<file path="src/sv/nearest_car_elevator_dispatch_unit_macros.svh">
// Assertion macros shared by the dispatcher RTL.
`ifndef NEAREST_CAR_ELEVATOR_DISPATCH_UNIT_MACROS_SVH
`define NEAREST_CAR_ELEVATOR_DISPATCH_UNIT_MACROS_SVH

// Same-cycle implication, checked outside reset.
`define NCD_ASSERT_NOW(label, ante, cons, msg) \
  label: assert property (@(posedge clk) disable iff (!rst_n) (ante) |-> (cons)) \
    else $error(msg);

// Next-cycle implication, checked outside reset.
`define NCD_ASSERT_NEXT(label, ante, cons, msg) \
  label: assert property (@(posedge clk) disable iff (!rst_n) (ante) |=> (cons)) \
    else $error(msg);

`endif

</file>
<file path="src/sv/ncd_pkg.sv">
package ncd_pkg;

  localparam int CARS        = 4;
  localparam int FLOORS      = 64;
  localparam int QUEUE_DEPTH = 16;
  localparam int MAX_ACTIVE  = 4;
  localparam int ACT_LIM     = (CARS < MAX_ACTIVE) ? CARS : MAX_ACTIVE;

  localparam int FLOOR_W = 6;
  localparam int CAR_W   = 2;
  localparam int CFG_W   = 3;
  localparam int ACT_W   = 2;
  localparam int HEAD_W  = 2;
  localparam int QIDX_W  = $clog2(QUEUE_DEPTH);
  localparam int QCNT_W  = $clog2(QUEUE_DEPTH + 1);

  localparam logic [ACT_W-1:0] ACT_HALL = 2'd0;
  localparam logic [ACT_W-1:0] ACT_CAR  = 2'd1;
  localparam logic [ACT_W-1:0] ACT_TICK = 2'd2;
  localparam logic [ACT_W-1:0] ACT_NONE = 2'd3;

  localparam logic [HEAD_W-1:0] HEAD_UP   = 2'd0;
  localparam logic [HEAD_W-1:0] HEAD_DOWN = 2'd1;
  localparam logic [HEAD_W-1:0] HEAD_IDLE = 2'd2;

  localparam logic [CFG_W-1:0] CARS_IN_USE_RST = 3'd2;

  localparam logic KIND_ACK    = 1'b0;
  localparam logic KIND_REPORT = 1'b1;

  // Request token that walks down the row of car cells.
  typedef struct packed {
    logic               vld;
    logic [ACT_W-1:0]   op;
    logic [FLOOR_W-1:0] floor;
    logic [CAR_W-1:0]   car;        // best car so far, or the named car
    logic [FLOOR_W-1:0] best_span;  // best distance so far
    logic               allowed;    // request may be queued at all
  } tok_t;

  // Enqueue command broadcast to all cells.
  typedef struct packed {
    logic               vld;
    logic [CAR_W-1:0]   car;
    logic [FLOOR_W-1:0] floor;
  } enq_t;

  // Tick report from one cell.
  typedef struct packed {
    logic               vld;
    logic [FLOOR_W-1:0] floor;
    logic [HEAD_W-1:0]  heading;
    logic               accepted;
    logic               last;
  } rep_t;

endpackage

</file>
<file path="src/sv/nearest_car_elevator_dispatch_unit.sv">
// Nearest-car elevator dispatcher, one request at a time.
// A request is registered and its token walks the registers of the car cells; a tick
// report for active car i leaves as the token reaches cell i, and a call is enqueued
// and acknowledged in the commit state after the walk. busy stays high until the walk,
// or for a call the commit, is done, so no new request is taken sooner; the walk sets the rate.
// Results cannot be stalled. Reset (rst_n low, synchronous) parks all cars at floor 0
// with empty queues and sets cars_in_use to 2.
`include "nearest_car_elevator_dispatch_unit_macros.svh"

module nearest_car_elevator_dispatch_unit import ncd_pkg::*; (
  input  logic               clk,
  input  logic               rst_n,
  input  logic               start,
  output logic               busy,
  input  logic [ACT_W-1:0]   in_action,
  input  logic [FLOOR_W-1:0] in_floor,
  input  logic [CAR_W-1:0]   in_car,
  input  logic               cfg_we,
  input  logic [CFG_W-1:0]   cfg_wdata,
  output logic               out_valid,
  output logic               out_kind,
  output logic [CAR_W-1:0]   out_car_index,
  output logic [FLOOR_W-1:0] out_car_floor,
  output logic [HEAD_W-1:0]  out_heading,
  output logic               out_accepted,
  output logic               out_last
);

  // Controller states: idle, token walking the cells, enqueue and acknowledge.
  localparam logic [1:0] S_IDLE   = 2'd0;
  localparam logic [1:0] S_SCAN   = 2'd1;
  localparam logic [1:0] S_COMMIT = 2'd2;

  logic [1:0]         state_r, state_nxt;
  logic [CFG_W-1:0]   cars_r;
  logic [CFG_W-1:0]   n_act;
  logic               accept;
  logic [FLOOR_W-1:0] floor_sat;
  tok_t               tok_in_r, tok_in_nxt;
  tok_t               commit_r;
  tok_t               tok [CARS+1];
  rep_t               rep [CARS];
  logic [CARS-1:0]    rep_vld;
  logic [CARS-1:0]    room;
  logic [CARS-1:0]    active;
  logic [CARS-1:0]    is_last;
  enq_t               enq;
  rep_t               rep_sel;
  logic [CAR_W-1:0]   rep_idx;

  logic               out_valid_r, out_valid_nxt;
  logic               out_kind_r, out_kind_nxt;
  logic [CAR_W-1:0]   out_car_index_r, out_car_index_nxt;
  logic [FLOOR_W-1:0] out_car_floor_r, out_car_floor_nxt;
  logic [HEAD_W-1:0]  out_heading_r, out_heading_nxt;
  logic               out_accepted_r, out_accepted_nxt;
  logic               out_last_r, out_last_nxt;

  assign busy   = (state_r != S_IDLE);
  assign accept = start && !busy;

  // Clamp the active car count to 1 .. ACT_LIM.
  always_comb begin
    if (cars_r == '0) begin
      n_act = CFG_W'(1);
    end else if (cars_r > CFG_W'(ACT_LIM)) begin
      n_act = CFG_W'(ACT_LIM);
    end else begin
      n_act = cars_r;
    end
  end

  always_comb begin
    for (int i = 0; i < CARS; i++) begin
      active[i]  = (CFG_W'(i) < n_act);
      is_last[i] = (CFG_W'(i + 1) == n_act);
    end
  end

  // Saturate floors beyond the building.
  assign floor_sat = (int'(in_floor) >= FLOORS) ? FLOOR_W'(FLOORS - 1) : in_floor;

  // Load a fresh token into the head of the row; an unknown action yields nothing.
  always_comb begin
    tok_in_nxt         = tok_in_r;
    tok_in_nxt.vld     = accept && (in_action != ACT_NONE);
    if (accept) begin
      tok_in_nxt.op        = in_action;
      tok_in_nxt.floor     = floor_sat;
      tok_in_nxt.car       = in_car;
      tok_in_nxt.best_span = '0;
      tok_in_nxt.allowed   = (in_action == ACT_HALL) || ({1'b0, in_car} < n_act);
    end
  end

  assign tok[0] = tok_in_r;

  for (genvar g = 0; g < CARS; g++) begin : g_cell
    ncd_car_cell u_cell (
      .clk      (clk),
      .rst_n    (rst_n),
      .cell_idx (CAR_W'(g)),
      .active   (active[g]),
      .is_last  (is_last[g]),
      .tok_i    (tok[g]),
      .tok_o    (tok[g+1]),
      .enq      (enq),
      .room     (room[g]),
      .rep      (rep[g])
    );
    assign rep_vld[g] = rep[g].vld;
  end

  // Only the cell holding the token can report, so a plain select suffices.
  always_comb begin
    rep_sel = '0;
    rep_idx = '0;
    for (int i = 0; i < CARS; i++) begin
      if (rep[i].vld) begin
        rep_sel = rep[i];
        rep_idx = CAR_W'(i);
      end
    end
  end

  // Broadcast the enqueue to the chosen car while acknowledging.
  always_comb begin
    enq.vld   = (state_r == S_COMMIT) && commit_r.allowed;
    enq.car   = commit_r.car;
    enq.floor = commit_r.floor;
  end

  always_comb begin
    state_nxt = state_r;
    unique case (state_r)
      S_IDLE: begin
        if (accept && (in_action != ACT_NONE)) begin
          state_nxt = S_SCAN;
        end
      end
      S_SCAN: begin
        if (tok[CARS].vld) begin
          state_nxt = (tok[CARS].op == ACT_TICK) ? S_IDLE : S_COMMIT;
        end
      end
      S_COMMIT: begin
        state_nxt = S_IDLE;
      end
      default: begin
        state_nxt = S_IDLE;
      end
    endcase
  end

  // Drive the result registers: tick reports during the walk, the ack on commit.
  always_comb begin
    out_valid_nxt     = 1'b0;
    out_kind_nxt      = out_kind_r;
    out_car_index_nxt = out_car_index_r;
    out_car_floor_nxt = out_car_floor_r;
    out_heading_nxt   = out_heading_r;
    out_accepted_nxt  = out_accepted_r;
    out_last_nxt      = out_last_r;
    priority if (state_r == S_COMMIT) begin
      out_valid_nxt     = 1'b1;
      out_kind_nxt      = KIND_ACK;
      out_car_index_nxt = commit_r.car;
      out_car_floor_nxt = commit_r.floor;
      out_heading_nxt   = HEAD_IDLE;
      out_accepted_nxt  = commit_r.allowed && room[commit_r.car];
      out_last_nxt      = 1'b1;
    end else if (rep_sel.vld) begin
      out_valid_nxt     = 1'b1;
      out_kind_nxt      = KIND_REPORT;
      out_car_index_nxt = rep_idx;
      out_car_floor_nxt = rep_sel.floor;
      out_heading_nxt   = rep_sel.heading;
      out_accepted_nxt  = rep_sel.accepted;
      out_last_nxt      = rep_sel.last;
    end
  end

  always_ff @(posedge clk) begin
    if (!rst_n) begin
      state_r      <= S_IDLE;
      cars_r       <= CARS_IN_USE_RST;
      tok_in_r.vld <= 1'b0;
      out_valid_r  <= 1'b0;
    end else begin
      state_r     <= state_nxt;
      tok_in_r    <= tok_in_nxt;
      out_valid_r <= out_valid_nxt;
      if (cfg_we) begin
        cars_r <= cfg_wdata;
      end
    end
  end

  // Payload registers: hold the finished token and the result fields.
  always_ff @(posedge clk) begin
    if ((state_r == S_SCAN) && tok[CARS].vld) begin
      commit_r <= tok[CARS];
    end
    out_kind_r      <= out_kind_nxt;
    out_car_index_r <= out_car_index_nxt;
    out_car_floor_r <= out_car_floor_nxt;
    out_heading_r   <= out_heading_nxt;
    out_accepted_r  <= out_accepted_nxt;
    out_last_r      <= out_last_nxt;
  end

  assign out_valid     = out_valid_r;
  assign out_kind      = out_kind_r;
  assign out_car_index = out_car_index_r;
  assign out_car_floor = out_car_floor_r;
  assign out_heading   = out_heading_r;
  assign out_accepted  = out_accepted_r;
  assign out_last      = out_last_r;

  `NCD_ASSERT_NOW(a_one_reporter, 1'b1, $onehot0(rep_vld), "two cells report at once")
  `NCD_ASSERT_NEXT(a_start_busy, accept && (in_action != ACT_NONE), busy, "request not held")
  `NCD_ASSERT_NOW(a_tok_in_scan, tok[CARS].vld, state_r == S_SCAN, "token out of scan")
  `NCD_ASSERT_NEXT(a_commit_ack, state_r == S_COMMIT, out_valid_r && (out_kind_r == KIND_ACK), "ack missing after commit")

endmodule

</file>
<file path="src/sv/ncd_car_cell.sv">
module ncd_car_cell import ncd_pkg::*; (
  input  logic             clk,
  input  logic             rst_n,
  input  logic [CAR_W-1:0] cell_idx,
  input  logic             active,
  input  logic             is_last,
  input  tok_t             tok_i,
  output tok_t             tok_o,
  input  enq_t             enq,
  output logic             room,
  output rep_t             rep
);

  logic [FLOOR_W-1:0] pos_r, pos_nxt;
  logic [QIDX_W-1:0]  head_r, head_nxt;
  logic [QIDX_W-1:0]  tail_r, tail_nxt;
  logic [QCNT_W-1:0]  count_r, count_nxt;
  logic [FLOOR_W-1:0] mem [QUEUE_DEPTH];
  logic [FLOOR_W-1:0] rdata_r;
  tok_t               tok_r, tok_nxt;
  logic               wr_en;
  logic               tick_here;
  logic               pop;
  logic [FLOOR_W-1:0] span;

  assign room      = (count_r != QCNT_W'(QUEUE_DEPTH));
  assign wr_en     = enq.vld && (enq.car == cell_idx) && room;
  assign tick_here = tok_i.vld && (tok_i.op == ACT_TICK) && active;
  assign pop       = tick_here && (count_r != '0);
  assign span      = (pos_r > tok_i.floor) ? (pos_r - tok_i.floor) : (tok_i.floor - pos_r);

  // Update the running nearest-car choice and hand the token on.
  always_comb begin
    tok_nxt = tok_i;
    if (tok_i.vld && (tok_i.op == ACT_HALL) && active) begin
      if ((cell_idx == '0) || (span < tok_i.best_span)) begin
        tok_nxt.best_span = span;
        tok_nxt.car       = cell_idx;
      end
    end
  end

  always_comb begin
    rep.vld      = tick_here;
    rep.last     = is_last;
    rep.accepted = pop;
    rep.floor    = pop ? rdata_r : pos_r;
    if (!pop) begin
      rep.heading = HEAD_IDLE;
    end else if (rdata_r > pos_r) begin
      rep.heading = HEAD_UP;
    end else begin
      rep.heading = HEAD_DOWN;
    end
  end

  always_comb begin
    pos_nxt   = pos_r;
    head_nxt  = head_r;
    tail_nxt  = tail_r;
    count_nxt = count_r;
    if (pop) begin
      pos_nxt   = rdata_r;
      head_nxt  = (head_r == QIDX_W'(QUEUE_DEPTH - 1)) ? '0 : head_r + 1'b1;
      count_nxt = count_r - 1'b1;
    end else if (wr_en) begin
      tail_nxt  = (tail_r == QIDX_W'(QUEUE_DEPTH - 1)) ? '0 : tail_r + 1'b1;
      count_nxt = count_r + 1'b1;
    end
  end

  always_ff @(posedge clk) begin
    if (!rst_n) begin
      pos_r     <= '0;
      head_r    <= '0;
      tail_r    <= '0;
      count_r   <= '0;
      tok_r.vld <= 1'b0;
    end else begin
      pos_r   <= pos_nxt;
      head_r  <= head_nxt;
      tail_r  <= tail_nxt;
      count_r <= count_nxt;
      tok_r   <= tok_nxt;
    end
  end

  // Target FIFO storage; front entry is read every cycle.
  always_ff @(posedge clk) begin
    if (wr_en) begin
      mem[tail_r] <= enq.floor;
    end
    rdata_r <= mem[head_r];
  end

  assign tok_o = tok_r;

endmodule
</file>
<file path="config.mk">
export PLATFORM = sky130hd
export DESIGN_NAME = nearest_car_elevator_dispatch_unit
export DESIGN_NICKNAME = d
export VERILOG_FILES = /design/src/sv/ncd_pkg.sv /design/src/sv/nearest_car_elevator_dispatch_unit.sv /design/src/sv/ncd_car_cell.sv
export VERILOG_INCLUDE_DIRS = /design/src /design/src/sv
export SDC_FILE = /design/constraint.sdc
export NUM_CORES = 1
export LEC_CHECK = 0
export ABC_AREA = 0
export BUFFER_PORTS_ARGS = -buffer_cell sky130_fd_sc_hd__buf_2
export CORE_ASPECT_RATIO = 1.2
export CORE_MARGIN = 2
export CORE_UTILIZATION = 50
export CTS_CLUSTER_DIAMETER = 120
export CTS_CLUSTER_SIZE = 14
export DETAILED_ROUTE_END_ITERATION = 6
export GPL_TIMING_DRIVEN = 0
export PLACE_DENSITY = 0.66
export SYNTH_ARGS = -nofsm -noshare
export SYNTH_HDL_FRONTEND = slang
export SYNTH_SLANG_ARGS = --single-unit
</file>
<file path="constraint.sdc">
create_clock -name clk -period 4.7 [get_ports clk]
set_clock_uncertainty 0.2 [all_clocks]
set_input_delay 0.47 -clock clk [delete_from_list [all_inputs] [get_ports clk]]
set_output_delay 0.47 -clock clk [all_outputs]
set_load 0.02 [all_outputs]
</file>
==> Word-level counts from Yosys, hierarchy flattened <==
Memories as Yosys holds them, arrays and structs flattened. A register that Yosys moved wholly into a read port is not among the register bits.
Cells that the tools add are included.
{ "totals": {"reg_bits": 182, "ram_bits": 384, "in_bits": 17, "out_inout_bits": 15, "elab_cells": 263, "memories": 4} }
{ "mem_list": {"columns": ["name", "depth", "width", "rd", "rd_ports_with_merged_regs", "wr", "line_no", "source"], "rows": [
  ["g_cell[0].u_cell.mem", 16, 6, 1, 1, 1, "ncd_car_cell.sv:18", "logic [FLOOR_W-1:0] mem [QUEUE_DEPTH];"],
  ["g_cell[1].u_cell.mem", 16, 6, 1, 1, 1, "ncd_car_cell.sv:18", null],
  ["g_cell[2].u_cell.mem", 16, 6, 1, 1, 1, "ncd_car_cell.sv:18", null],
  ["g_cell[3].u_cell.mem", 16, 6, 1, 1, 1, "ncd_car_cell.sv:18", null]
]} }
{ "classes": {"add_sub_neg": 24, "order_cmp": 18, "n_eq_ne": 29, "mux": 69, "bitwise": 4, "n_reduce_logical": 59} }
{ "op_table": {"columns": ["cell", "count"], "rows": [
  ["$mux W6", 10],
  ["$gt A6 B6 Y1", 8],
  ["$mux W8", 6],
  ["$sub A6 B6 Y6", 8],
  ["$mux W11", 4],
  ["$mux W5", 8],
  ["$logic_and A1 B1 Y1", 33],
  ["$add A4 B1 Y4 const B", 8],
  ["$eq A4 B4 Y1 const B", 8],
  ["$mux W4", 8],
  ["$mux W2", 11],
  ["$add A5 B1 Y5 const B", 4],
  ["$ne A5 B5 Y1 const B", 4],
  ["$reduce_bool A5 Y1", 4],
  ["$sub A5 B1 Y5 const B", 4],
  ["$lt A6 B6 Y1", 3],
  ["$mux W1", 18],
  ["$eq A2 B2 Y1 const B", 8],
  ["$logic_not A2 Y1", 7],
  ["$reduce_and A2 Y1", 6],
  ["$reduce_bool A2 Y1", 6],
  ["$eq A2 B3 Y1 const A", 2],
  ["$lt A1 B3 Y1 const A", 2],
  ["$lt A2 B3 Y1 const A", 2],
  ["15 further kinds", 21]
]} }

==> Depth between registers and ports, before layout <==
{ "logic_depth": {"word_depth": 13, "depth_mapped": 16, "mapped_depth_nobuf": 15} }

==> Hierarchy <==
A second synthesis with hierarchy kept.
{ "unflattened": {"cells_unflattened": 1968, "area_unflattened_um2": 27681.5} }
{ "by_module_without_submodules": {"columns": ["mod", "n_inst", "cells_each", "area_per_inst_um2", "seq_area_each_um2"], "rows": [
  ["ncd_car_cell at g_cell[0].u_cell ...", 3, 453, 6470.0, 3913.8],
  ["ncd_car_cell at g_cell[3].u_cell", 1, 458, 6482.5, 3913.8],
  ["nearest_car_elevator_dispatch_unit", 1, 151, 1789.2, 1091.0]
]} }

==> Worst setup path after synthesis <==
No wires, ideal clock.
{ "synth_path": {"path_type": "register to register", "from": "reg g_cell[1].u_cell.pos_r[0]", "to": "reg g_cell[1].u_cell.tok_r (netlist bit g_cell[1].u_cell.tok_o[3]) (data pin)", "setup_time_ps": 260, "arrival_time_ps": 3269, "required_ps": 4240, "path_slack_ps": 971, "stages_incl_launch_ff": 16, "path_buffers": 1, "period_less_slack_ps": 3729, "cell_sequence": "dfxtp_1 -> inv_1 -> ha_1 -> inv_1 -> fa_1 -> a211oi_1 -> o21ai_0 -> o211ai_2 -> mux2i_1 -> xor2_1 -> ha_1 -> a21o_1 -> a2111oi_0 -> o21a_1 -> buf_2 -> mux2_2"} }
{ "synth_rtl": {"columns": ["element", "line_no", "source"], "rows": [
  ["start: declaration", "ncd_car_cell.sv:14", "logic [FLOOR_W-1:0] pos_r, pos_nxt;"],
  ["start signal: assignment", "ncd_car_cell.sv:80", "pos_r <= pos_nxt;"],
  ["end signal: assignment", "ncd_car_cell.sv:84", "tok_r <= tok_nxt;"],
  ["end: declaration", "ncd_car_cell.sv:20", "tok_t tok_r, tok_nxt;"]
]} }

==> metrics.txt <==
status=finished clean; kind of cell adding the most delay to the critical path=compound AO/OA/AOI/OAI gates; fill count=between 4k and 5k; final period utilization=0.9184; total power draw=between 9 and 10 mW; RSZ-0062 raised after global routing=false; grt total ovfl=0; Final GP Congestion=about 0.89; most common cell in the netlist=edfxtp_1; # setup viols final=0; CTS tree=yes; warning count from the yosys run=0; Top Ports=32; # diodes=0; EDFF count, synth=approximately 480; crit path DAT=between 4 and 5 ns; Initial Utilization=0.5071; clock-pin slew on the worst setup and hold paths=~0.07 ns; final net count=slightly below 2k; Storage cell area=0.01657 sq mm; worst path buffer plus inverter count=3; routed len/inst=21.76 microns; first-pass GRT wire length=about 86000 microns; Vert. Die Dim=~250 microns; Synth top area share=0.5466; Rows=between 90 and 100; Fmax=between 0.2 and 0.25 GHz; clk sinks=590; CTS Buf Count=48; largest net degree at the start of global routing=around 70; Setup crit start kind=flop; Post-Syn Instances=~1.7k; CP peak stage delay=0.40 ns; Max Cap Violations=0; endpoints failing hold=0; FFs w/ async S/R, synth=0; TNS Setup=0 ns; class of the worst hold path=reg2reg; Yosys reg bits=590; Synth Cell Area=between 0.02 and 0.03 sq mm; via count=14.33k; Residual DRC=0; count of unique library cells instantiated by Yosys=74; initial antenna violation count=1; max-slew violations=0; DRT antenna net count=0; worst-path cell chain=inv_1 > ha_1 > inv_1 > fa_1 > a211oi_1 > o21ai_0 > o211ai_2 > mux2i_1 > xor2_1 > ha_1 > a21o_1 > a2111oi_0 > o21a_1 > buf_2 > mux2_2; Worst-Skew Late Latency=about 0.59 ns; gr usage total=0.2136; routed wire length=between 50000 and 60000 microns; Static Leakage=roughly 10 nW; Req. time, crit path=~4.8 ns; post_cts resized=0; PwrDens=approximately 330 mW/mm^2; full die area=0.05404 sq mm; Vias per Instance=5.574; area leader, netlist=edfxtp_1; First-pass DRT Iterations=5; multi-input gate area in the final layout=approximately 0.0088 sq mm; predominant post-synthesis flop cell=edfxtp_1; largest cells by area after synthesis=edfxtp_1 (55%), mux4_2 (10%), dfxtp_1 (8.8%), ha_1 (5.6%), mux2i_1 (2.1%); post-route minimum period=4.316 ns; CORE AREA=a little over 0.05 sq mm; layout cells sized above 1=0.1506; synthesized area per cell=between 15 and 20 sq um; placed instance count=around 2.5k; Max Root-Sink Buffers=3; Root Driver=clkbuf_16; Seq/Total Area, Yosys=0.6348; vias in the first global route=around 15k; Setup Buffers After CTS=0; Synthesized Nets=about 1.9k; Setup CP Type=reg2reg; critical path's slowest cell=fa_1; placed wire-length estimate=40620 microns; H-tree levels=2; worst vdd ir=between 0.2 and 0.25 mV; Cell Count, Final, Fillers Out=between 2k and 3k; synth cell count leaders=edfxtp_1 (475), mux4_2 (120), nand2_1 (117), ha_1 (116), dfxtp_1 (115); drt initial violations=roughly 1.1k; CP Max Fanout=9; Buffers on Ports=31; Worst Max-Slew Pin Slew=roughly 1.0 ns; hold_ws=0.2183 ns; hold-fix buffers at CTS=16; Rel. slew slack=0.3057; area grow syn2layout=11.36%; die width=212.6 microns; Setup crit end kind=flop
==> placed cells by master, fill, tap and decap left out, types with 41 or more instances in the layout <==
master	instances
clkbuf_16	50
o21ai_0	41
dfxtp_1	115
mux2i_1	55
nand2_1	117
a21oi_1	56
buf_2	54
nor2_1	87
clkbuf_1	72
inv_1	100
mux4_2	120
ha_1	116
edfxtp_1	475
==> worst reg2reg max path, cell delays in order, from the launching register on <==
cell and delay, ns:
dfxtp_1 0.38, inv_1 0.08, ha_1 0.15, inv_1 0.05
fa_1 0.41, a211oi_1 0.24, o21ai_0 0.15, o211ai_2 0.19
mux2i_1 0.28, xor2_1 0.26, ha_1 0.30, a21o_1 0.17
a2111oi_0 0.41, o21a_1 0.17, buf_2 0.24, mux2_2 0.40
==> final cells by class <==
type	instances	area share
clock buffers	88	0.04796
plain buffers	74	0.01098
well taps	697	0.03001
multi-input cells	955	0.3036
inverters	103	0.01339
clock inverters	2	0.001119
flip-flops and latches	590	0.5701
repair buffers	61	0.02291
==> logic make-up (layout without fill, tap and decap cells) <==
logic type / count (synthesis) / in the layout / share of synthesized area
flops: 590 / 590 / 0.6348
simple gates: 375 / 375 / 0.07101
compound gates: 227 / 227 / 0.05974
mux: 186 / 186 / 0.1294
buf+inv: 177 / 328 / 0.02714
fa+ha+maj: 128 / 128 / 0.06482
xor+xnor: 39 / 39 / 0.01309
==> path summary, 6_finish.rpt <==
path	start	end	slack, ns	depth (start not counted)
max	g_cell[1].u_cell.pos_r[0]$_SDFF_PN0_	g_cell[1].u_cell.tok_o[4]$_DFFE_PP_	0.38	15
min	g_cell[0].u_cell.tok_o[0]$_DFFE_PP_	g_cell[1].u_cell.tok_o[0]$_DFFE_PP_	0.22	0
max reg2reg	g_cell[1].u_cell.pos_r[0]$_SDFF_PN0_	g_cell[1].u_cell.tok_o[4]$_DFFE_PP_	0.38	15
min reg2reg	g_cell[0].u_cell.tok_o[0]$_DFFE_PP_	g_cell[1].u_cell.tok_o[0]$_DFFE_PP_	0.22	0
==> metal layers <==
metal,up-vias,track usage,share of wire
met5,-,0,0
met4,0,0.05874,0.023
met2,295,0.3731,0.51
met3,81,0.03054,0.042
li1,6732,-,-
met1,7217,0.2799,0.42
==> state kept, by name, indices dropped and copies added, names as in the netlist, 2 cells and up <==
signal / cells
g_cell.u_cell.head_r: 16
out_heading: 2
g_cell.u_cell.rdata_r: 24
g_cell.u_cell.pos_r: 24
state_r: 2
tok: 12
g_cell.u_cell.tok_o: 66
g_cell.u_cell.mem: 384
commit_r: 9
cars_r: 3
g_cell.u_cell.count_r: 20
g_cell.u_cell.tail_r: 16
out_car_floor: 6
out_car_index: 2
==> power breakdown <==
part | internal (mW) | leakage [nW] | switching [mW]
combinational | 0.0993 | 4.11 | 0.138
clock | 2.00 | 0.675 | 1.76
sequential | 5.63 | 5.28 | 0.0372
total | 7.73 | 10.1 | 1.93
==> through the flow <==
step | worst slack [ns] | utilization | area [sq um]
2_1_floorplan | 0.9715 | - | 26100
3_3_place_gp | 0.4098 | 0.5270 | 27120
3_5_place_dp | 0.3666 | 0.5338 | 27470
4_1_cts | 0.3461 | 0.5647 | 29060
5_1_grt | 0.1073 | 0.5647 | 29060
6_report | 0.3835 | 0.5647 | 29060
No activity file was read; power rests on OpenSTA's default activity.
